## src/xopd_pkg.sv

```systemverilog
// Shared types and constants for the x86 operand pattern decoder.
// No dependencies; used by xopd_decode and x86_operand_pattern_decoder.
`timescale 1ns / 1ps

package xopd_pkg;

  typedef enum logic [2:0] {
    FORM_NONE    = 3'd0,
    FORM_REG_IND = 3'd1,
    FORM_JMP_SIB = 3'd2,
    FORM_MOVSXD  = 3'd3,
    FORM_LEA_RIP = 3'd4,
    FORM_MOV_SIB = 3'd5
  } form_e;

  typedef struct packed {
    logic [63:0] window_low;
    logic [63:0] window_high;
    logic [4:0]  bytes_valid;
    logic [63:0] insn_address;
  } in_item_t;

  typedef struct packed {
    form_e              form_kind;
    logic [3:0]         dest_reg;
    logic [3:0]         sib_base;
    logic [3:0]         index_reg;
    logic [3:0]         scale_factor;
    logic signed [31:0] displacement;
    logic [4:0]         insn_length;
    logic [63:0]        rip_target;
  } out_item_t;

  localparam logic [7:0] OPC_GRP5   = 8'hff;
  localparam logic [7:0] OPC_MOVSXD = 8'h63;
  localparam logic [7:0] OPC_LEA    = 8'h8d;
  localparam logic [7:0] OPC_MOV    = 8'h8b;
  localparam logic [3:0] REX_HIGH   = 4'h4;

  localparam logic [1:0] MOD_NONE   = 2'd0;
  localparam logic [1:0] MOD_DISP8  = 2'd1;
  localparam logic [1:0] MOD_DISP32 = 2'd2;
  localparam logic [1:0] MOD_REG    = 2'd3;
  localparam logic [2:0] REG_CALL   = 3'd2;
  localparam logic [2:0] REG_JMP    = 3'd4;
  localparam logic [2:0] RM_SIB     = 3'd4;
  localparam logic [2:0] RM_RIP     = 3'd5;
  localparam logic [2:0] IDX_NONE   = 3'd4;
  localparam logic [2:0] BASE_NONE  = 3'd5;
  localparam logic [1:0] SCALE_X4   = 2'd2;

  function automatic logic is_legacy(logic [7:0] b);
    return b == 8'h3e || b == 8'h66 || b == 8'h67 || b == 8'hf2 || b == 8'hf3 ||
           b == 8'hf0 || b == 8'h2e || b == 8'h36 || b == 8'h26 || b == 8'h64 ||
           b == 8'h65;
  endfunction

endpackage

```

## src/xopd_decode.sv

```systemverilog
// Combinational decode of one instruction window: prefix scan, form match,
// operand fields and rip-relative target. Depends on xopd_pkg.
`timescale 1ns / 1ps

module xopd_decode import xopd_pkg::*; #(
  parameter int WindowBytes = 16
) (
  input  in_item_t  item_i,
  output out_item_t result_o
);

  localparam logic [4:0] WinLen = 5'(WindowBytes);

  logic [127:0] wide_w;
  logic [7:0]   win_w [WindowBytes];
  logic [4:0]   size_w;
  logic [4:0]   op_w;
  logic [2:0]   rex_w;
  logic [7:0]   b_w [7];
  logic [4:0]   pos_w [7];

  logic         rr, rx, rbx;
  logic [7:0]   opc, modrm, sib;
  logic [1:0]   md, sc;
  logic [2:0]   reg_f, rm, si, sb;
  logic         sib_ok, idx_bad;
  logic [31:0]  d32;
  logic [4:0]   len_w;

  assign wide_w = {item_i.window_high, item_i.window_low};
  assign size_w = (item_i.bytes_valid > WinLen) ? WinLen : item_i.bytes_valid;

  always_comb begin
    for (int i = 0; i < WindowBytes; i++) begin
      win_w[i] = wide_w[8*i +: 8];
    end
  end

  // first byte that is neither a legacy prefix nor REX
  always_comb begin
    op_w = size_w;
    for (int i = WindowBytes - 1; i >= 0; i--) begin
      if (5'(i) < size_w && !is_legacy(win_w[i]) && win_w[i][7:4] != REX_HIGH) begin
        op_w = 5'(i);
      end
    end
  end

  // last REX byte ahead of the opcode wins
  always_comb begin
    rex_w = 3'd0;
    for (int i = 0; i < WindowBytes; i++) begin
      if (5'(i) < op_w && win_w[i][7:4] == REX_HIGH) begin
        rex_w = win_w[i][2:0];
      end
    end
  end

  always_comb begin
    for (int k = 0; k < 7; k++) begin
      pos_w[k] = op_w + 5'(k);
      b_w[k]   = 8'd0;
      for (int i = 0; i < WindowBytes; i++) begin
        if (pos_w[k] == 5'(i)) begin
          b_w[k] = win_w[i];
        end
      end
    end
  end

  always_comb begin
    rr      = rex_w[2];
    rx      = rex_w[1];
    rbx     = rex_w[0];
    opc     = b_w[0];
    modrm   = b_w[1];
    sib_ok  = pos_w[2] < size_w;
    sib     = sib_ok ? b_w[2] : 8'd0;
    md      = modrm[7:6];
    reg_f   = modrm[5:3];
    rm      = modrm[2:0];
    sc      = sib[7:6];
    si      = sib[5:3];
    sb      = sib[2:0];
    idx_bad = (si == IDX_NONE) && !rx;
    d32     = {b_w[5], b_w[4], b_w[3], b_w[2]};
    len_w   = 5'd0;

    result_o              = '0;
    result_o.form_kind    = FORM_NONE;
    result_o.scale_factor = 4'd1;

    if (pos_w[1] < size_w) begin
      if (opc == OPC_GRP5 && md == MOD_REG && (reg_f == REG_CALL || reg_f == REG_JMP)) begin
        result_o.form_kind = FORM_REG_IND;
        result_o.dest_reg  = {rbx, rm};
      end else if (opc == OPC_GRP5 && sib_ok && md == MOD_NONE && reg_f == REG_JMP &&
                   rm == RM_SIB && !idx_bad && sb != BASE_NONE) begin
        result_o.form_kind    = FORM_JMP_SIB;
        result_o.sib_base     = {rbx, sb};
        result_o.index_reg    = {rx, si};
        result_o.scale_factor = 4'd1 << sc;
        result_o.insn_length  = op_w + 5'd3;
      end else if (opc == OPC_MOVSXD && sib_ok && md != MOD_REG && rm == RM_SIB &&
                   !idx_bad && !(md == MOD_NONE && sb == BASE_NONE) && sc == SCALE_X4) begin
        result_o.form_kind    = FORM_MOVSXD;
        result_o.dest_reg     = {rr, reg_f};
        result_o.sib_base     = {rbx, sb};
        result_o.index_reg    = {rx, si};
        result_o.scale_factor = 4'd4;
        case (md)
          MOD_DISP8:  result_o.insn_length = op_w + 5'd4;
          MOD_DISP32: result_o.insn_length = op_w + 5'd7;
          default:    result_o.insn_length = op_w + 5'd3;
        endcase
      end else if (opc == OPC_LEA && pos_w[5] < size_w && md == MOD_NONE && rm == RM_RIP) begin
        len_w                = op_w + 5'd6;
        result_o.form_kind   = FORM_LEA_RIP;
        result_o.dest_reg    = {rr, reg_f};
        result_o.insn_length = len_w;
        result_o.rip_target  = item_i.insn_address + 64'(len_w) + {{32{d32[31]}}, d32};
      end else if (opc == OPC_MOV && sib_ok && md != MOD_REG && rm == RM_SIB &&
                   !idx_bad && !(md == MOD_NONE && sb == BASE_NONE)) begin
        if (md == MOD_NONE || (md == MOD_DISP8 && pos_w[3] < size_w) ||
            (md == MOD_DISP32 && pos_w[6] < size_w)) begin
          result_o.form_kind    = FORM_MOV_SIB;
          result_o.dest_reg     = {rr, reg_f};
          result_o.sib_base     = {rbx, sb};
          result_o.index_reg    = {rx, si};
          result_o.scale_factor = 4'd1 << sc;
          case (md)
            MOD_DISP8: begin
              result_o.displacement = $signed({{24{b_w[3][7]}}, b_w[3]});
              result_o.insn_length  = op_w + 5'd4;
            end
            MOD_DISP32: begin
              result_o.displacement = $signed({b_w[6], b_w[5], b_w[4], b_w[3]});
              result_o.insn_length  = op_w + 5'd7;
            end
            default: begin
              result_o.insn_length = op_w + 5'd3;
            end
          endcase
        end
      end
    end
  end

endmodule

```

## src/x86_operand_pattern_decoder.sv

```systemverilog
// Throughput: one item per cycle while out_stall_i does not hold the output.
// Path: input register, decode logic, result register.
// Reset: asynchronous active-low rst_ni clears both valid flags; no other state.
// Top level of the x86 operand pattern decoder.
// Depends on xopd_pkg and xopd_decode.
`timescale 1ns / 1ps

module x86_operand_pattern_decoder import xopd_pkg::*; #(
  parameter int WINDOW_BYTES = 16
) (
  input  logic      clk_i,
  input  logic      rst_ni,
  input  logic      in_valid_i,
  output logic      in_stall_o,
  input  in_item_t  in_item_i,
  output logic      out_valid_o,
  input  logic      out_stall_i,
  output out_item_t out_item_o
);

  logic      s1_valid_q, s1_valid_d;
  in_item_t  s1_item_q;
  logic      out_valid_q, out_valid_d;
  out_item_t out_item_q;
  out_item_t result_w;
  logic      s2_ready, s1_ready;

  assign s2_ready    = !out_valid_q || !out_stall_i;
  assign s1_ready    = !s1_valid_q || s2_ready;
  assign in_stall_o  = !s1_ready;
  assign s1_valid_d  = s1_ready ? in_valid_i : s1_valid_q;
  assign out_valid_d = s2_ready ? s1_valid_q : out_valid_q;

  xopd_decode #(
    .WindowBytes(WINDOW_BYTES)
  ) u_decode (
    .item_i  (s1_item_q),
    .result_o(result_w)
  );

  always_ff @(posedge clk_i or negedge rst_ni) begin
    if (!rst_ni) begin
      s1_valid_q  <= 1'b0;
      out_valid_q <= 1'b0;
    end else begin
      s1_valid_q  <= s1_valid_d;
      out_valid_q <= out_valid_d;
    end
  end

  always_ff @(posedge clk_i) begin
    if (s1_ready && in_valid_i) begin
      s1_item_q <= in_item_i;
    end
    if (s2_ready && s1_valid_q) begin
      out_item_q <= result_w;
    end
  end

  assign out_valid_o = out_valid_q;
  assign out_item_o  = out_item_q;

`ifndef ASSERT_OFF
  a_stall_full: assert property (@(posedge clk_i) disable iff (!rst_ni)
    in_stall_o |-> s1_valid_q && out_valid_q && out_stall_i)
    else $error("input stalled with free stage");

  a_advance: assert property (@(posedge clk_i) disable iff (!rst_ni)
    s1_valid_q && s2_ready |=> out_valid_o)
    else $error("decoded item lost");

  a_none_clean: assert property (@(posedge clk_i) disable iff (!rst_ni)
    out_valid_o && out_item_o.form_kind == FORM_NONE |->
      out_item_o.insn_length == 5'd0 && out_item_o.rip_target == 64'd0 &&
      out_item_o.scale_factor == 4'd1)
    else $error("no-match result carries operands");

  a_lea_no_sib: assert property (@(posedge clk_i) disable iff (!rst_ni)
    out_valid_o && out_item_o.form_kind == FORM_LEA_RIP |->
      out_item_o.sib_base == 4'd0 && out_item_o.index_reg == 4'd0 &&
      out_item_o.displacement == 32'sd0)
    else $error("rip-relative result carries SIB fields");
`endif

endmodule
```

## config.mk

```make
export PLATFORM = sky130hd
export DESIGN_NAME = x86_operand_pattern_decoder
export DESIGN_NICKNAME = d
export VERILOG_FILES = /design/src/xopd_pkg.sv /design/src/xopd_decode.sv /design/src/x86_operand_pattern_decoder.sv
export SDC_FILE = /design/constraint.sdc
export NUM_CORES = 1
export LEC_CHECK = 0
export ABC_AREA = 1
export BUFFER_PORTS_ARGS = -buffer_cell sky130_fd_sc_hd__buf_2
export CORE_AREA = 2 2 258 324
export CTS_BUF_LIST = sky130_fd_sc_hd__clkbuf_16
export CTS_CLUSTER_SIZE = 16
export DETAILED_ROUTE_END_ITERATION = 8
export DIE_AREA = 0 0 260 326
export GPL_TIMING_DRIVEN = 0
export PLACE_DENSITY_LB_ADDON = 0.15
export REMOVE_ABC_BUFFERS = 1
export SETUP_SLACK_MARGIN = 0.02
export SLEW_MARGIN = 20
export SYNTH_ARGS = -nofsm -noshare
export SYNTH_HDL_FRONTEND = slang
export SYNTH_SLANG_ARGS = --single-unit
```

## constraint.sdc

```tcl
create_clock -name clk_i -period 9.1 [get_ports clk_i]
set_clock_uncertainty 0.1 [all_clocks]
set_input_delay 0.91 -clock clk_i [delete_from_list [all_inputs] [get_ports clk_i]]
set_output_delay 0.91 -clock clk_i [all_outputs]
set_load 0.005 [all_outputs]
```

==> results.json, run 1 <==
{
  "cp.depth": 65,
  "dp.cells": 5363,
  "synth_area_um2": 28400,
  "avgRoutedWirePerCell_um": 24.5,
  "yosysSeqAreaShare": 0.338,
  "core_um2": 81900,
  "cts-htree-levels": 2,
  "internal_power_mw": 3.82,
  "hp-class": "reg -> reg",
  "synth-main-ff-cell": "edfxtp_1",
  "place.gp.congestion": 1.03,
  "synth_top_area_cell": "edfxtp_1",
  "root_buffer": "clkbuf_16",
  "syn_avg_cell_area_um2": 6.97,
  "grt_pass1_vias": 31200,
  "layout_worst_path_cycle_share": 1.02,
  "worst_hold_slack_ns": 0.397,
  "final_cell_mix": "nand2_1 (953), inv_1 (480), buf_4 (370)",
  "p_leak_nw": 16.9,
  "p_sw_mw": 2.68,
  "cts_tree": "yes",
  "placed_area_um2": 31000,
  "fmax_mhz": 108,
  "ioPinCount": 323,
  "status": "finished with violations",
  "dp_hpwl_um": 108000,
  "syn2layout_area_growth_pct": 34.0,
  "yosysTopAreaCellShare": 0.336,
  "cp-start-kind": "register",
  "cp_data_required_time_ns": 9.31,
  "critPathMaxFanout": 5,
  "vias_per_cell": 5.49,
  "overflow": 0,
  "first_pass_iters": 7,
  "swShare": 0.413,
  "clock_latency_ns": 0.58,
  "die_x_um": 260,
  "portBuffers": 322,
  "start_util": 0.346,
  "antenna_found_initial": 17,
  "gr-usage-all-layers": 0.325,
  "netlist_top_cells_area": "edfxtp_1 (34%), nand2_1 (14%), inv_1 (7.3%), ha_1 (6.9%), o21ai_0 (6.6%)",
  "p_seq_frac": 0.287,
  "die_h_um": 326,
  "fin_crit_ns": 9.24,
  "drc_errors": 0,
  "ys_warn_count": 0,
  "reg2regPathDepth": 65,
  "power.density_nw_per_um2": 171,
  "die_area_um2": 84800,
  "drive_gt1_frac": 0.290,
  "worstMarginPinSlew_ns": 1.11,
  "rsz0062_at_grt": "yes",
  "slew_violations": 0,
  "endpoint_kind": "register",
  "ir_worst_vdd_v": 0.000176,
  "slowest_stage": "edfxtp_1",
  "fillers": 8425,
  "fin_ws_ns": -0.138,
  "cpMostUsedCell": "nand2_1",
  "cp_top_family": "compound AO/OA/AOI/OAI gates",
  "criticalPathCategory": "reg -> reg",
  "fin_tns_setup_ns": -0.884,
  "clockBufferDepth": 3,
  "syn_inst": 4067,
  "antenna_left": 0,
  "total_power_mw": 6.51,
  "rows": 118,
  "final_util": 0.464,
  "comb_power_share": 0.486,
  "numClockSinks": 319,
  "stdcell_area_um2": 38000,
  "final_cells": 5844,
  "dpl_worst_slack_ns": -4.98,
  "slew_headroom": 0.255,
  "cts_made_buffers": 37,
  "critical-path-max-stage-delay_ns": 0.50,
  "hold_viol_final": 0,
  "drt-initial-drc-count": 2974,
  "cp_num_buf_inv": 10,
  "fin_nets": 5095,
  "finalWirelength_um": 143000,
  "path_clk_slew_ns": 0.06,
  "grt_pass1_wl_um": 203000,
  "synth_cell_types": 62,
  "cap_violations": 0,
  "setup_violations": 12,
  "p_clk_frac": 0.227,
  "synth-async-reset-ratio": 0.00627,
  "vias": 32100,
  "ys_ff_latch": 319,
  "final_common_cell": "nand2_1",
  "synth-edff-count": 317,
  "crit_arrival_ns": 9.45,
  "failed_checks": "setup timing",
  "grt_max_degree": 103,
  "holdPathStages": 2
}
[what timing repair did]
item / 4_1_cts / 5_1_grt
cloned: 1 / 2
hold endpoints to repair: 2 / 0
hold buffers: 1 / 0
endpoints found under the setup margin: 119 / 100
pin swaps: 120 / 183
buffers inserted: 289 / 119
gates resized for setup: 437 / 250
[final timing paths]
| check | slack (ns) | start | end |
|---|---|---|---|
| setup / recovery | -0.14 | s1_item_q[77] | out_item_o[47] |
| hold / removal | 0.40 | s1_valid_q | out_valid_o |
| setup reg to reg | -0.14 | s1_item_q[77] | out_item_o[47] |
| hold reg to reg | 0.40 | s1_valid_q | out_valid_o |
| max in group asynchronous | 8.26 | rst_ni | out_valid_o |
| min in group asynchronous | 0.55 | rst_ni | s1_valid_q |
[layer usage]
metal  up-vias  share of wire  track usage
met2      1520           0.49        0.571
met5         -        0.00094            0
li1      15000              -            -
met4        24          0.098        0.256
met3       594          0.071       0.0641
met1     14900           0.34        0.336
[power by group through the flow]
stage	Combinational [mW]	Sequential, mW	Clock (mW)
after global placement	2.21	1.98	0
after floorplan	1.44	1.88	0
after CTS	2.79	1.88	1.52
after detailed placement	2.25	1.93	0
after global routing	3.39	1.87	1.56
final	3.17	1.87	1.47
[synth_stat cells, drive strengths merged, types with 9 or more instances]
cell type  instances
a21oi            366
clkbuf            70
a21boi            23
nand4             40
o211ai            71
nor3              70
nand2           1095
buf               47
nand3b             9
nor2             351
ha               157
o221ai            25
inv              590
o21ai            409
xnor2             34
nand3            256
edfxtp           317
o21bai            10
xor2              26
o22ai             12
a31oi             16
[flip-flops by register name, indices dropped and copies added (netlist names)]
| signal | flops |
|---|---|
| out_item_o | 120 |
| s1_valid_q | 1 |
| s1_item_q | 197 |
| out_valid_o | 1 |
[logic make-up (layout without fill, tap and decap cells)]
family / Yosys count / count (layout) / synth area share
xor gates and xnor gates: 60 / 60 / 0.0188
other: 0 / 5 / 0
and+or+nand+nor: 1835 / 1836 / 0.279
AOI/OAI and AO/OA: 975 / 975 / 0.192
DFF: 319 / 319 / 0.338
adders and majority gates: 163 / 163 / 0.0735
buffers and inverters: 715 / 1406 / 0.0998
[worst reg2reg max path: cells and delay by family, from the launching register on]
kind / cells / cell delay (ns)
AOI/OAI and AO/OA: 22 / 3.51
xor gates and xnor gates: 2 / 0.38
adders and majority gates: 3 / 0.68
buffers and inverters: 10 / 1.06
DFF: 1 / 0.50
and+or+nand+nor: 28 / 2.74
[layout make-up]
class / count / area, µm² / share of cell area
antenna: 5 / 12.5 / 0.000329
clock buffer: 37 / 926 / 0.0244
clock inverter: 30 / 235 / 0.00619
inverter: 598 / 2370 / 0.0624
multi-input combinational: 3034 / 18400 / 0.483
sequential: 319 / 9570 / 0.252
tap: 1080 / 1350 / 0.0356
timing repair buffer: 739 / 5160 / 0.136
timing repair inverter: 2 / 13.8 / 0.000362
No activity file was read; power rests on OpenSTA's default activity.
==> run 2, diff against run 1 <==
--- a/config.mk
+++ b/config.mk
@@ -7,11 +7,12 @@
 export LEC_CHECK = 0
 export ABC_AREA = 1
 export BUFFER_PORTS_ARGS = -buffer_cell sky130_fd_sc_hd__buf_2
-export CORE_AREA = 2 2 258 324
+export CORE_AREA = 2 2 344 244
 export CTS_BUF_LIST = sky130_fd_sc_hd__clkbuf_16
+export CTS_CLUSTER_DIAMETER = 50
 export CTS_CLUSTER_SIZE = 16
 export DETAILED_ROUTE_END_ITERATION = 8
-export DIE_AREA = 0 0 260 326
+export DIE_AREA = 0 0 346 246
 export GPL_TIMING_DRIVEN = 0
 export PLACE_DENSITY_LB_ADDON = 0.15
 export REMOVE_ABC_BUFFERS = 1
==> constraint.sdc (replaced) <==
create_clock -name clk_i -period 11.3 [get_ports clk_i]
set_clock_uncertainty 0.1 [all_clocks]
set_input_delay 1.13 -clock clk_i [delete_from_list [all_inputs] [get_ports clk_i]]
set_output_delay 1.13 -clock clk_i [all_outputs]
set_load 0.005 [all_outputs]
==> run 2 against run 1 <==
The run now ends clean. Sequential power decreased by 19%. Setup slack better by 0.47 ns. Power shrank 26%. Cell count fell by 5.5%. Clock power decreased by 12%. Critical path depth decreased by 2. Flip-flop and latch count stayed put. Global-route usage shrank 2.3 points. Combinational power shrank 38%. Non-clock buffer count is 317 lower. Die area is 0.42% higher. Maximum frequency is 16% lower. Critical path type unchanged. Largest power group unchanged.
==> results.json, run 2 (synthesis results as in run 1) <==
{
  "status": "finished, final reports clean",
  "wl_met2_um": 50300,
  "finalWirelength_um": 133000,
  "fin_nets": 4776,
  "fin_tns_setup_ns": 0,
  "layout_worst_path_cycle_share": 0.971,
  "final_util": 0.413,
  "placed_area_um2": 31000,
  "endpoint_kind": "register",
  "p_leak_nw": 15.1,
  "grt_pass1_wl_um": 189000,
  "place.gp.congestion": 1.01,
  "overflow": 0,
  "drt-initial-drc-count": 4116,
  "cts_tree": "yes",
  "r2r-start": "s1_item_q[109]",
  "rows": 88,
  "root_buffer": "clkbuf_16",
  "rsz0062_at_grt": "yes",
  "worstSetupEndpoint": "out_item_o[51]",
  "met1Wirelength_um": 61600,
  "cp-start-kind": "register",
  "vias": 30500,
  "gr-usage-all-layers": 0.302,
  "final_common_cell": "nand2_1",
  "dp_hpwl_um": 107000,
  "cp_num_buf_inv": 7,
  "cp_top_family": "simple AND/OR/NAND/NOR gates",
  "largest_register_ffs": 197,
  "slowest_stage": "edfxtp_1",
  "syn2layout_area_growth_pct": 18.9,
  "die_x_um": 346,
  "fin_ws_ns": 0.330,
  "grt_max_degree": 101,
  "startpoint": "s1_item_q[109]",
  "dr_wl_met3_um": 19700,
  "top_register": "s1_item_q",
  "cts-htree-levels": 2,
  "cp_data_required_time_ns": 11.52,
  "ioPinCount": 323,
  "start_util": 0.347,
  "die_h_um": 246,
  "avgRoutedWirePerCell_um": 24.2,
  "clock_latency_ns": 0.59,
  "fin_crit_ns": 10.97,
  "fillers": 8743,
  "cts_made_buffers": 38,
  "grt_pass1_vias": 27200,
  "portBuffers": 322,
  "die_area_um2": 85100,
  "dpl_worst_slack_ns": -2.50,
  "critical-path-max-stage-delay_ns": 0.62,
  "antenna_left": 0,
  "hold_viol_final": 0,
  "power.density_nw_per_um2": 142,
  "slew_violations": 0,
  "hp-class": "in -> async",
  "core_um2": 81700,
  "cap_violations": 0,
  "slew_headroom": 0.183,
  "numClockSinks": 319,
  "drive_gt1_frac": 0.170,
  "r2r-end": "out_item_o[51]",
  "clockBufferDepth": 3,
  "cpMostUsedCell": "nand2_1",
  "setup_violations": 0,
  "reg2regPathDepth": 63,
  "final_cell_mix": "nand2_1 (1040), inv_1 (524), o21ai_0 (356)",
  "reg2reg_slack_ns": 0.33,
  "fmax_mhz": 91.2,
  "drc_errors": 0,
  "vias_per_cell": 5.53,
  "stdcell_area_um2": 33700,
  "antenna_found_initial": 7,
  "crit_arrival_ns": 11.19,
  "cp.depth": 63,
  "criticalPathCategory": "reg -> reg",
  "postCtsHoldBufs": 0,
  "ir_worst_vdd_v": 0.000111,
  "path_clk_slew_ns": 0.07,
  "worstMarginPinSlew_ns": 1.22,
  "top_layer": "met5",
  "critPathMaxFanout": 11,
  "first_pass_iters": 6
}
run 2: layer usage:
| metal | track usage | vias up |
|---|---|---|
| met5 | 0 | - |
| met4 | 0.0512 | 4 |
| met3 | 0.129 | 118 |
| met2 | 0.392 | 1626 |
| met1 | 0.457 | 14400 |
| li1 | - | 14400 |
run 2: worst min path at each step:
stage,from,to,slack [ns],cells after the start
after global routing,rst_ni,out_valid_o,0.21,1
after detailed placement,s1_valid_q,out_valid_o,0.38,2
after floorplan,s1_valid_q,out_valid_o,0.33,2
after global placement,s1_valid_q,out_valid_o,0.34,2
final,rst_ni,out_valid_o,0.24,1
after CTS,rst_ni,s1_valid_q,0.20,1
run 2: stage by stage:
stage | instances | power [mW] | hold slack, ns
global placement | 5352 | 3.34 | 0.342
global route | 5521 | 5.08 | 0.207
floorplan | 3950 | 2.68 | 0.333
detailed placement | 5362 | 3.34 | 0.376
finish | 5524 | 4.80 | 0.236
CTS | 5456 | 4.69 | 0.203
run 2: final cells by class:
class	count	area [µm²]	share of cell area
antenna	4	10.0	0.000297
clock buffer	39	976	0.0290
inverter	598	2300	0.0682
timing repair buffer	422	2600	0.0771
clock inverter	29	338	0.0100
multi-input combinational	3033	16600	0.491
sequential	319	9570	0.284
tap	1080	1350	0.0401
run 2: power breakdown:
part | switching (mW) | internal (mW) | total, mW
Sequential | 0.105 | 1.41 | 1.52
Combinational | 1.33 | 0.653 | 1.98
Clock | 0.576 | 0.724 | 1.30
Total | 2.01 | 2.79 | 4.80
run 2: timing repair:
action / in CTS / in global routing
pin swaps: 6 / 38
resized for setup: 76 / 102
setup buffers: 26 / 64
setup endpoints to repair: 39 / 28
